$ cat config.mk
export PLATFORM = sky130hd
export DESIGN_NAME = ipd_frame_extractor_core
export DESIGN_NICKNAME = d
export VERILOG_FILES = /design/src/rtl/ipdfe_pkg.sv /design/src/rtl/ipd_frame_extractor_core.sv /design/src/rtl/ipdfe_classify.sv /design/src/rtl/ipdfe_queue.sv /design/src/rtl/ipdfe_parser.sv
export SDC_FILE = /design/constraint.sdc
export NUM_CORES = 1
export LEC_CHECK = 0
export ABC_CLOCK_PERIOD_IN_PS = 6800
export BUFFER_PORTS_ARGS = -buffer_cell sky130_fd_sc_hd__buf_4
export CAP_MARGIN = 20
export CORE_UTILIZATION = 29
export CTS_BUF_LIST = sky130_fd_sc_hd__clkbuf_4 sky130_fd_sc_hd__clkbuf_8 sky130_fd_sc_hd__clkbuf_16
export CTS_CLUSTER_DIAMETER = 40
export DETAILED_ROUTE_END_ITERATION = 6
export PLACE_DENSITY = 0.51
export RECOVER_POWER = 50
export SLEW_MARGIN = 20
export SYNTH_ARGS = -nofsm -noshare
export SYNTH_HDL_FRONTEND = slang
export SYNTH_HIERARCHICAL = 1
export SYNTH_SLANG_ARGS = --single-unit
export TNS_END_PERCENT = 10
$ cat constraint.sdc
create_clock -name clk -period 6.8 [get_ports clk]
set_input_delay 0 -clock clk [delete_from_list [all_inputs] [get_ports clk]]
set_output_delay 0 -clock clk [all_outputs]
set_load 0.02 [all_outputs]
$ cat src/rtl/ipdfe_pkg.sv
// Shared types, codes and constants of the +IPD frame extractor.
package ipdfe_pkg;

	// Size limits of the frame search and of the length field.
	localparam int BUFFER_LIMIT = 512;
	localparam int MAX_PAYLOAD  = 2048;

	// Depth of the queue between the classifier and the parser.
	localparam int QDEPTH = 4;
	localparam int QPTR_W = $clog2(QDEPTH);
	localparam int QCNT_W = $clog2(QDEPTH + 1);

	// Frame prefix "+IPD," and the other characters of interest.
	localparam int PREFIX_LEN = 5;
	localparam int PM_W       = $clog2(PREFIX_LEN + 1);
	localparam logic [7:0] PREFIX_TEXT [PREFIX_LEN] = '{8'h2B, 8'h49, 8'h50, 8'h44, 8'h2C};
	localparam logic [7:0] CHAR_PLUS  = 8'h2B;
	localparam logic [7:0] CHAR_COLON = 8'h3A;
	localparam logic [7:0] CHAR_ZERO  = 8'h30;
	localparam logic [7:0] CHAR_NINE  = 8'h39;

	// Widths of the internal counters.
	localparam int POS_W = 10;
	localparam int LEN_W = 16;
	localparam int ACC_W = 20;

	// Frame status codes.
	localparam logic [2:0] ST_PROGRESS = 3'd0;
	localparam logic [2:0] ST_DONE     = 3'd1;
	localparam logic [2:0] ST_NOPREFIX = 3'd2;
	localparam logic [2:0] ST_TRUNC    = 3'd3;
	localparam logic [2:0] ST_BADLEN   = 3'd4;

	typedef enum logic [1:0] {
		PH_SEARCH,
		PH_LENGTH,
		PH_DATA,
		PH_IDLE
	} phase_t;

	typedef struct packed {
		logic [7:0] rx_byte;
		logic       chunk_end;
	} item_t;

	typedef struct packed {
		logic [7:0] payload_byte;
		logic       is_payload;
		logic       payload_last;
		logic [2:0] frame_status;
	} result_t;

	// A received byte together with its character class.
	typedef struct packed {
		logic [7:0]            rx_byte;
		logic                  chunk_end;
		logic                  is_plus;
		logic                  is_colon;
		logic                  is_digit;
		logic [3:0]            digit;
		logic [PREFIX_LEN-1:0] prefix_hit;
	} cls_t;

endpackage

$ cat src/rtl/ipd_frame_extractor_core.sv
// Top level of the +IPD frame extractor: classifier, queue and parser.
//
// This block pulls the payload out of "+IPD,<len>:<data>" frames in a stream of
// received modem bytes. Each request carries one byte and a chunk_end flag that
// marks the last byte of a receive chunk. Within a chunk the block looks for the
// "+IPD," prefix among the first BUFFER_LIMIT bytes, reads the decimal length up
// to the ':' (which is not passed on), and then hands out that many payload bytes,
// flagging the last one. A frame that has no prefix, has a bad or oversized
// length, or ends before its payload is reported by a single status result with
// is_payload low; a payload cut short ends on a byte with ST_TRUNC. Bytes that
// produce nothing (prefix search, digits, idle bytes) yield no result. The block
// sustains one request per clock cycle unless the queue is full. A request passes
// through the queue to the parser, and its result, if any, is presented from an
// output register. A four-entry queue sits between the byte classifier and the
// parser, so requests keep being accepted while a result waits for result_ready;
// item_ready only drops when that queue is full. No clearing pass follows reset.
module ipd_frame_extractor_core
	import ipdfe_pkg::*;
(
	input  logic    clk,
	input  logic    arst_n,
	input  logic    item_valid,
	output logic    item_ready,
	input  item_t   item,
	output logic    result_valid,
	input  logic    result_ready,
	output result_t result
);

	cls_t cls;
	cls_t head;
	logic full;
	logic empty;
	logic pop;

	// Character classes are worked out on the way into the queue, so the parser
	// only compares a few flag bits per byte.
	ipdfe_classify u_classify (
		.item (item),
		.cls  (cls)
	);

	assign item_ready = !full;

	ipdfe_queue u_queue (
		.clk       (clk),
		.arst_n    (arst_n),
		.push      (item_valid && item_ready),
		.push_data (cls),
		.full      (full),
		.pop       (pop),
		.empty     (empty),
		.head      (head)
	);

	// The parser runs the frame state machine and owns the result register.
	ipdfe_parser u_parser (
		.clk          (clk),
		.arst_n       (arst_n),
		.empty        (empty),
		.head         (head),
		.pop          (pop),
		.result_valid (result_valid),
		.result_ready (result_ready),
		.result       (result)
	);

endmodule

$ cat src/rtl/ipdfe_classify.sv
// Front end: sorts each received byte into the character classes the parser needs.
module ipdfe_classify
	import ipdfe_pkg::*;
(
	input  item_t item,
	output cls_t  cls
);

	always_comb begin
		cls.rx_byte   = item.rx_byte;
		cls.chunk_end = item.chunk_end;
		cls.is_plus   = (item.rx_byte == CHAR_PLUS);
		cls.is_colon  = (item.rx_byte == CHAR_COLON);
		cls.is_digit  = (item.rx_byte >= CHAR_ZERO) && (item.rx_byte <= CHAR_NINE);
		cls.digit     = 4'(item.rx_byte - CHAR_ZERO);
		for (int i = 0; i < PREFIX_LEN; i++) begin
			cls.prefix_hit[i] = (item.rx_byte == PREFIX_TEXT[i]);
		end
	end

endmodule

$ cat src/rtl/ipdfe_queue.sv
// Short queue of classified bytes between the front end and the parser.
module ipdfe_queue
	import ipdfe_pkg::*;
(
	input  logic  clk,
	input  logic  arst_n,
	input  logic  push,
	input  cls_t  push_data,
	output logic  full,
	input  logic  pop,
	output logic  empty,
	output cls_t  head
);

	cls_t              entry_q [QDEPTH];
	logic [QPTR_W-1:0] wr_ptr_q;
	logic [QPTR_W-1:0] rd_ptr_q;
	logic [QCNT_W-1:0] count_q;

	assign full  = (count_q == QCNT_W'(QDEPTH));
	assign empty = (count_q == '0);
	assign head  = entry_q[rd_ptr_q];

	always_ff @(posedge clk) begin
		if (push) begin
			entry_q[wr_ptr_q] <= push_data;
		end
	end

	always_ff @(posedge clk or negedge arst_n) begin
		if (!arst_n) begin
			wr_ptr_q <= '0;
			rd_ptr_q <= '0;
			count_q  <= '0;
		end else begin
			if (push) begin
				wr_ptr_q <= (wr_ptr_q == QPTR_W'(QDEPTH - 1)) ? '0 : wr_ptr_q + 1'b1;
			end
			if (pop) begin
				rd_ptr_q <= (rd_ptr_q == QPTR_W'(QDEPTH - 1)) ? '0 : rd_ptr_q + 1'b1;
			end
			if (push && !pop) begin
				count_q <= count_q + 1'b1;
			end else if (pop && !push) begin
				count_q <= count_q - 1'b1;
			end
		end
	end

endmodule

$ cat src/rtl/ipdfe_parser.sv
// Back end: frame state machine and the registered result stage.
module ipdfe_parser
	import ipdfe_pkg::*;
(
	input  logic    clk,
	input  logic    arst_n,
	input  logic    empty,
	input  cls_t    head,
	output logic    pop,
	output logic    result_valid,
	input  logic    result_ready,
	output result_t result
);

	phase_t            phase_q, phase_d;
	logic [PM_W-1:0]   pm_q, pm_d;
	logic [POS_W-1:0]  pos_q, pos_d;
	logic [LEN_W-1:0]  flen_q, flen_d;
	logic [LEN_W-1:0]  left_q, left_d;
	logic              res_valid;
	result_t           res;
	logic              out_valid_q;
	result_t           out_q;

	logic              hit;
	logic [PM_W-1:0]   pm_step;
	logic [POS_W-1:0]  pos_step;
	logic [ACC_W-1:0]  flen_w;
	logic [ACC_W-1:0]  acc_next;
	logic [LEN_W-1:0]  left_dec;

	// The parser takes the next byte whenever the result stage is free or drains.
	assign pop          = !empty && (!out_valid_q || result_ready);
	assign result_valid = out_valid_q;
	assign result       = out_q;

	always_ff @(posedge clk or negedge arst_n) begin
		if (!arst_n) begin
			phase_q <= PH_SEARCH;
			pm_q    <= '0;
			pos_q   <= '0;
			flen_q  <= '0;
			left_q  <= '0;
		end else if (pop) begin
			phase_q <= phase_d;
			pm_q    <= pm_d;
			pos_q   <= pos_d;
			flen_q  <= flen_d;
			left_q  <= left_d;
		end
	end

	always_comb begin
		hit      = (pm_q < PM_W'(PREFIX_LEN)) && head.prefix_hit[pm_q];
		pm_step  = hit ? pm_q + 1'b1 : (head.is_plus ? PM_W'(1) : '0);
		pos_step = (pos_q < {POS_W{1'b1}}) ? pos_q + 1'b1 : pos_q;
		flen_w   = ACC_W'(flen_q);
		acc_next = (flen_w << 3) + (flen_w << 1) + ACC_W'(head.digit);
		left_dec = (left_q != '0) ? left_q - 1'b1 : left_q;

		phase_d   = phase_q;
		pm_d      = pm_q;
		pos_d     = pos_q;
		flen_d    = flen_q;
		left_d    = left_q;
		res_valid = 1'b0;
		res       = '0;

		unique case (phase_q)
			PH_SEARCH: begin
				pm_d  = pm_step;
				pos_d = pos_step;
				if (pm_step == PM_W'(PREFIX_LEN)) begin
					phase_d = PH_LENGTH;
					flen_d  = '0;
					if (head.chunk_end) begin
						res_valid        = 1'b1;
						res.frame_status = ST_TRUNC;
					end
				end else if (head.chunk_end || pos_step >= POS_W'(BUFFER_LIMIT)) begin
					phase_d          = PH_IDLE;
					res_valid        = 1'b1;
					res.frame_status = ST_NOPREFIX;
				end
			end
			PH_LENGTH: begin
				if (head.is_colon) begin
					if (flen_q == '0) begin
						phase_d          = PH_IDLE;
						res_valid        = 1'b1;
						res.frame_status = ST_DONE;
					end else begin
						phase_d = PH_DATA;
						left_d  = flen_q;
						if (head.chunk_end) begin
							res_valid        = 1'b1;
							res.frame_status = ST_TRUNC;
						end
					end
				end else if (head.is_digit) begin
					if (acc_next > ACC_W'(MAX_PAYLOAD)) begin
						phase_d          = PH_IDLE;
						res_valid        = 1'b1;
						res.frame_status = ST_BADLEN;
					end else begin
						flen_d = acc_next[LEN_W-1:0];
						if (head.chunk_end) begin
							res_valid        = 1'b1;
							res.frame_status = ST_TRUNC;
						end
					end
				end else begin
					phase_d          = PH_IDLE;
					res_valid        = 1'b1;
					res.frame_status = ST_BADLEN;
				end
			end
			PH_DATA: begin
				left_d           = left_dec;
				res_valid        = 1'b1;
				res.payload_byte = head.rx_byte;
				res.is_payload   = 1'b1;
				if (left_dec == '0) begin
					phase_d          = PH_IDLE;
					res.payload_last = 1'b1;
					res.frame_status = ST_DONE;
				end else begin
					res.frame_status = head.chunk_end ? ST_TRUNC : ST_PROGRESS;
				end
			end
			PH_IDLE: begin
			end
		endcase

		// The end of a receive chunk puts the parser back to its reset state.
		if (head.chunk_end) begin
			phase_d = PH_SEARCH;
			pm_d    = '0;
			pos_d   = '0;
			flen_d  = '0;
			left_d  = '0;
		end
	end

	always_ff @(posedge clk or negedge arst_n) begin
		if (!arst_n) begin
			out_valid_q <= 1'b0;
		end else if (pop) begin
			out_valid_q <= res_valid;
		end else if (result_ready) begin
			out_valid_q <= 1'b0;
		end
	end

	always_ff @(posedge clk) begin
		if (pop && res_valid) begin
			out_q <= res;
		end
	end

	a_status_only_clean: assert property (@(posedge clk) disable iff (!arst_n)
		out_valid_q && !out_q.is_payload |-> out_q.payload_byte == '0 && !out_q.payload_last)
		else $error("status result carries payload bits");

	a_last_is_done: assert property (@(posedge clk) disable iff (!arst_n)
		out_valid_q && out_q.payload_last |-> out_q.is_payload && out_q.frame_status == ST_DONE)
		else $error("last payload byte without frame complete status");

	a_chunk_restart: assert property (@(posedge clk) disable iff (!arst_n)
		pop && head.chunk_end |=> phase_q == PH_SEARCH && pm_q == '0 && pos_q == '0)
		else $error("parser not restarted after chunk end");

	a_search_prefix_bound: assert property (@(posedge clk) disable iff (!arst_n)
		phase_q == PH_SEARCH |-> pm_q < PM_W'(PREFIX_LEN))
		else $error("prefix count out of range while searching");

	a_data_has_bytes: assert property (@(posedge clk) disable iff (!arst_n)
		phase_q == PH_DATA |-> left_q != '0)
		else $error("payload phase entered with nothing left to pass");

endmodule
==> results.txt <==
----------------------------------------------------
[Finish]
  Filler cell count in the final layout ... 2822
  Register Area ... 0.004289 mm²
  Multi-input logic area ... 0.003638 mm²
  Most common cell after layout, fill and taps aside ... edfxtp_1
  Highest-count cells in the layout ignoring fill and taps ... 97 x edfxtp_1, 55 x dfrtp_1, 51 x o21ai_0, 46 x nor2_1, 45 x ha_1
  Layout-stage area growth over the synthesis result ... 12.56%
  Diodes inserted ... 0
  Nets@finish ... 793
  Fraction of final layout cells sized beyond drive strength 1 ... 9.799%
  Cell area after layout ... 0.009373 mm²

[Place]
  Area post-placement ... 0.008792 mm²
  Setup Slack @ Placement ... 1.285 ns
  Count of buffers from port buffering ... 27
  Final estimated routing congestion in global placement ... 0.8553
  Detailed placer's ending HPWL ... 12.74 mm

[Global routing]
  Overall global routing resource usage ... 13.44%
  Global-route wire length before repair ... 30.07 mm
  Global route overflow ... 0
  Antenna violations before repair ... 0
  Vias in the first global route ... 5407
  Maximum number of pins on one net before global-route repair ... 56

[STA]
  Number of setup violations in the final report ... 0
  RSZ-0062 raised after global routing ... false
  Final period utilization ... 80.60%
  PnR worst setup slack ... 1.319 ns
  Actual slew at the worst max-slew pin ... 3.171 ns
  Tmin final ... 5.481 ns
  Number of max-slew violations in the final report ... 56
  Normalized max-slew margin ... -111.4%
  Summed negative setup slack over all endpoints ... 0 ns
  Fin Clk Skew ... 0.01576 ns
  Hold Violations, Final ... 0
  Peak clock frequency supported by timing ... 0.1824 GHz

[Routing]
  Drt first pass iters ... 5
  First DRT Iteration DRCs ... 541
  Wire length per cell ... 16.82 µm
  DRC violations left ... 0
  Routed vias/inst ... 5.093
  Count of antenna-violating nets left after detailed routing ... 0
  Via count of the routed design ... 5720
  Total wirelength of the detailed-routed design ... 18.89 mm

[Clock network]
  Buffer levels on the longest clock path ... 2
  Cell chosen for the clock root ... clkbuf_16
  Clock latency at the later pin of the worst-skew pair ... 0.43 ns
  CTS tree ... done
  Clock transition at path regs ... 0.07 ns
  Max H-tree Level ... 4
  Clock buffers created by TritonCTS ... 17
  TritonCTS sink count ... 152
  # resized after CTS ... 0
  Hold-fix buffers at CTS ... 10
  Setup Fix Bufs, Post-CTS ... 0

[Worst setup path]
  Largest stage delay, worst path ... 0.86 ns
  Type of destination of the critical path ... flop
  Critical path fanouts, max ... 16
  Worst path required time ... 7.11 ns
  Arrival time of data at the critical path endpoint ... 5.79 ns
  Worst-path cell with the longest stage delay ... dfrtp_1
  Cell repeated most along the worst path ... inv_1
  Startpoint-to-endpoint class of the critical path ... flop to flop
  Worst Path Buf+Inv ... 2
  Startpoint type of the worst setup path ... flop
  Chain of cells forming the critical path ... mux4_2 > inv_1 > fa_1 > inv_1 > ha_1 > a211o_1 > a21oi_1 > o311ai_0 > a2111oi_0 > nand4bb_1 > a2111o_1 > or4_4 > a221o_2 > a22o_1
  Category of cells accounting for the largest share of critical-path delay ... compound AO/OA/AOI/OAI gates

[Floorplanning]
  Core ar. ... 0.02801 mm²
  Cell Rows ... 61
  Initial Util ... 29.73%
  Die outline width ... 171.5 µm
  Count of pins on the block boundary ... 28
  Die area ... 0.02940 mm²
  Y dimension of the die ... 171.5 µm

[Synth]
  Main flop type after synthesis ... edfxtp_1
  Post-synthesis cell type count ... 70
  Register bit count reported by yosys ... 152
  Synthesized Nets ... 771
  Fraction of registers with async set or reset after synthesis ... 36.18%
  Fraction of the yosys area taken by sequential cells ... 51.51%
  Number of instances in the synthesized netlist ... 710
  Yosys synthesis warning count ... 6
  Cell Area, Synth ... 0.008327 mm²
  Mean cell area of the mapped netlist ... 11.73 µm²
  Count of flip-flops with a built-in enable after synthesis ... 97

[Pwr]
  Combinational share of power ... 43.4%
  Switching Power ... 1.717 mW
  Sequential share of power ... 34.0%
  Static Leakage ... 3.582 nW
  Total internal power ... 2.433 mW
  Max rail drop VDD ... 0.1913 mV
  Power density of the placed cells ... 442.7 mW/mm²
  Clock power share ... 22.6%
  Switching share of power ... 41.37%
  Post-layout power ... 4.149 mW

[Run status]
  Outcome ... finished, violations left
  Violations in the final reports ... capacitance limit, slew limit

[Worst hold path]
  Worst min path class ... primary input to flop

[Run]
  Max-capacitance violation count ... 1

----------------------------------------------------
[cell usage after synthesis (6+ instances only)]
library cell | number | area [µm²]
dfrtp_1 | 55 | 1376
xor2_1 | 6 | 52.55
or3_1 | 6 | 37.54
mux2i_1 | 6 | 60.06
nor3b_1 | 6 | 45.04
o211ai_1 | 7 | 52.55
nor4_1 | 7 | 43.79
clkbuf_1 | 20 | 75.07
a31oi_1 | 12 | 75.07
nor3_1 | 22 | 110.1
xnor2_1 | 7 | 61.31
nand4_1 | 9 | 56.30
edfxtp_1 | 97 | 2913
o21ai_0 | 52 | 260.3
nand2_1 | 42 | 157.7
a22o_1 | 11 | 96.34
nor2b_1 | 11 | 68.82
buf_4 | 14 | 105.1
o21a_1 | 9 | 67.56
mux4_2 | 19 | 427.9
ha_1 | 45 | 563.0
nor2_1 | 46 | 172.7
a21oi_1 | 43 | 215.2
nand2b_1 | 7 | 43.79
inv_1 | 33 | 123.9
nand3_1 | 14 | 70.07
and2_1 | 17 | 106.4
[stage by stage]
stage / instances / util [%] / hold WS, ns
finish: 1123 / 33.46 / 0.06080
global route: 1123 / 33.46 / 0.06571
CTS: 1123 / 33.84 / 0.05326
detailed placement: 1081 / 31.39 / 0.1154
global placement: 1081 / 31.38 / 0.1209
floorplan: 710 / - / -0.2956
[layer usage]
metal | share of wire, % | up-vias | global-route usage [%]
met1 | 50 | 2817 | 18.88
met3 | 3.7 | 17 | 3.129
li1 | - | 2742 | -
met2 | 45 | 144 | 20.26
met4 | 1.7 | 0 | 4.387
met5 | 0 | - | 0
[final timing paths]
path,startpoint,to,slack (ns),cells after the start
worst min-delay path,item_valid,u_queue/wr_ptr_q[1],0.06,4
worst max register to register,u_queue/rd_ptr_q[0],u_parser/flen_q[2],1.32,14
worst min register to register,u_queue/count_q[2],u_queue/count_q[2],0.48,1
max in group asynchronous,arst_n,u_queue/wr_ptr_q[1],3.84,2
min in group asynchronous,arst_n,u_parser/left_q[3],1.16,2
worst max-delay path,u_queue/rd_ptr_q[0],u_parser/flen_q[2],1.32,14
[flip-flops by register name, summed over array words and instances, names as in the netlist]
| register | count |
|---|---|
| u_queue/entry_q | 84 |
| u_parser/flen_q | 16 |
| u_parser/left_q | 16 |
| u_parser/result | 13 |
| u_parser/pos_q | 10 |
| u_parser/pm_q | 3 |
| u_queue/count_q | 3 |
| u_parser/phase_q | 2 |
| u_queue/rd_ptr_q | 2 |
| u_queue/wr_ptr_q | 2 |
| u_parser/result_valid | 1 |
[final cells by class]
cell class	instances	area share (%)
clock buffer	21	5.059
clock inverter	11	1.201
inverter	33	1.322
multi-input combinational	483	38.82
sequential	152	45.76
tap	378	5.046
timing repair buffer	45	2.790
[power groups by stage]
stage	Sequential [mW]	Combinational, mW	Clock (mW)
after floorplan	1.41	1.33	0
after global placement	1.43	1.85	0
after detailed placement	1.43	1.83	0
after CTS	1.42	1.84	0.957
after global routing	1.44	1.99	0.994
final	1.41	1.80	0.939
[tightest hold or removal path, cell delays in order]
cell     delay, ns
buf_4         0.10
nor2b_1       0.19
nand2_1       0.08
o21ai_0       0.07
[cell families after synthesis]
group	Yosys count	synth area share (%)
AND/OR/NAND/NOR	208	13.27
buffers and inverters	75	4.793
AO/OA/AOI/OAI	180	13.97
multiplexers	33	7.483
XOR/XNOR	13	1.367
flip-flops	152	51.51
adder cells (fa/ha/maj)	49	7.603
(Power assumes the default switching activity.)
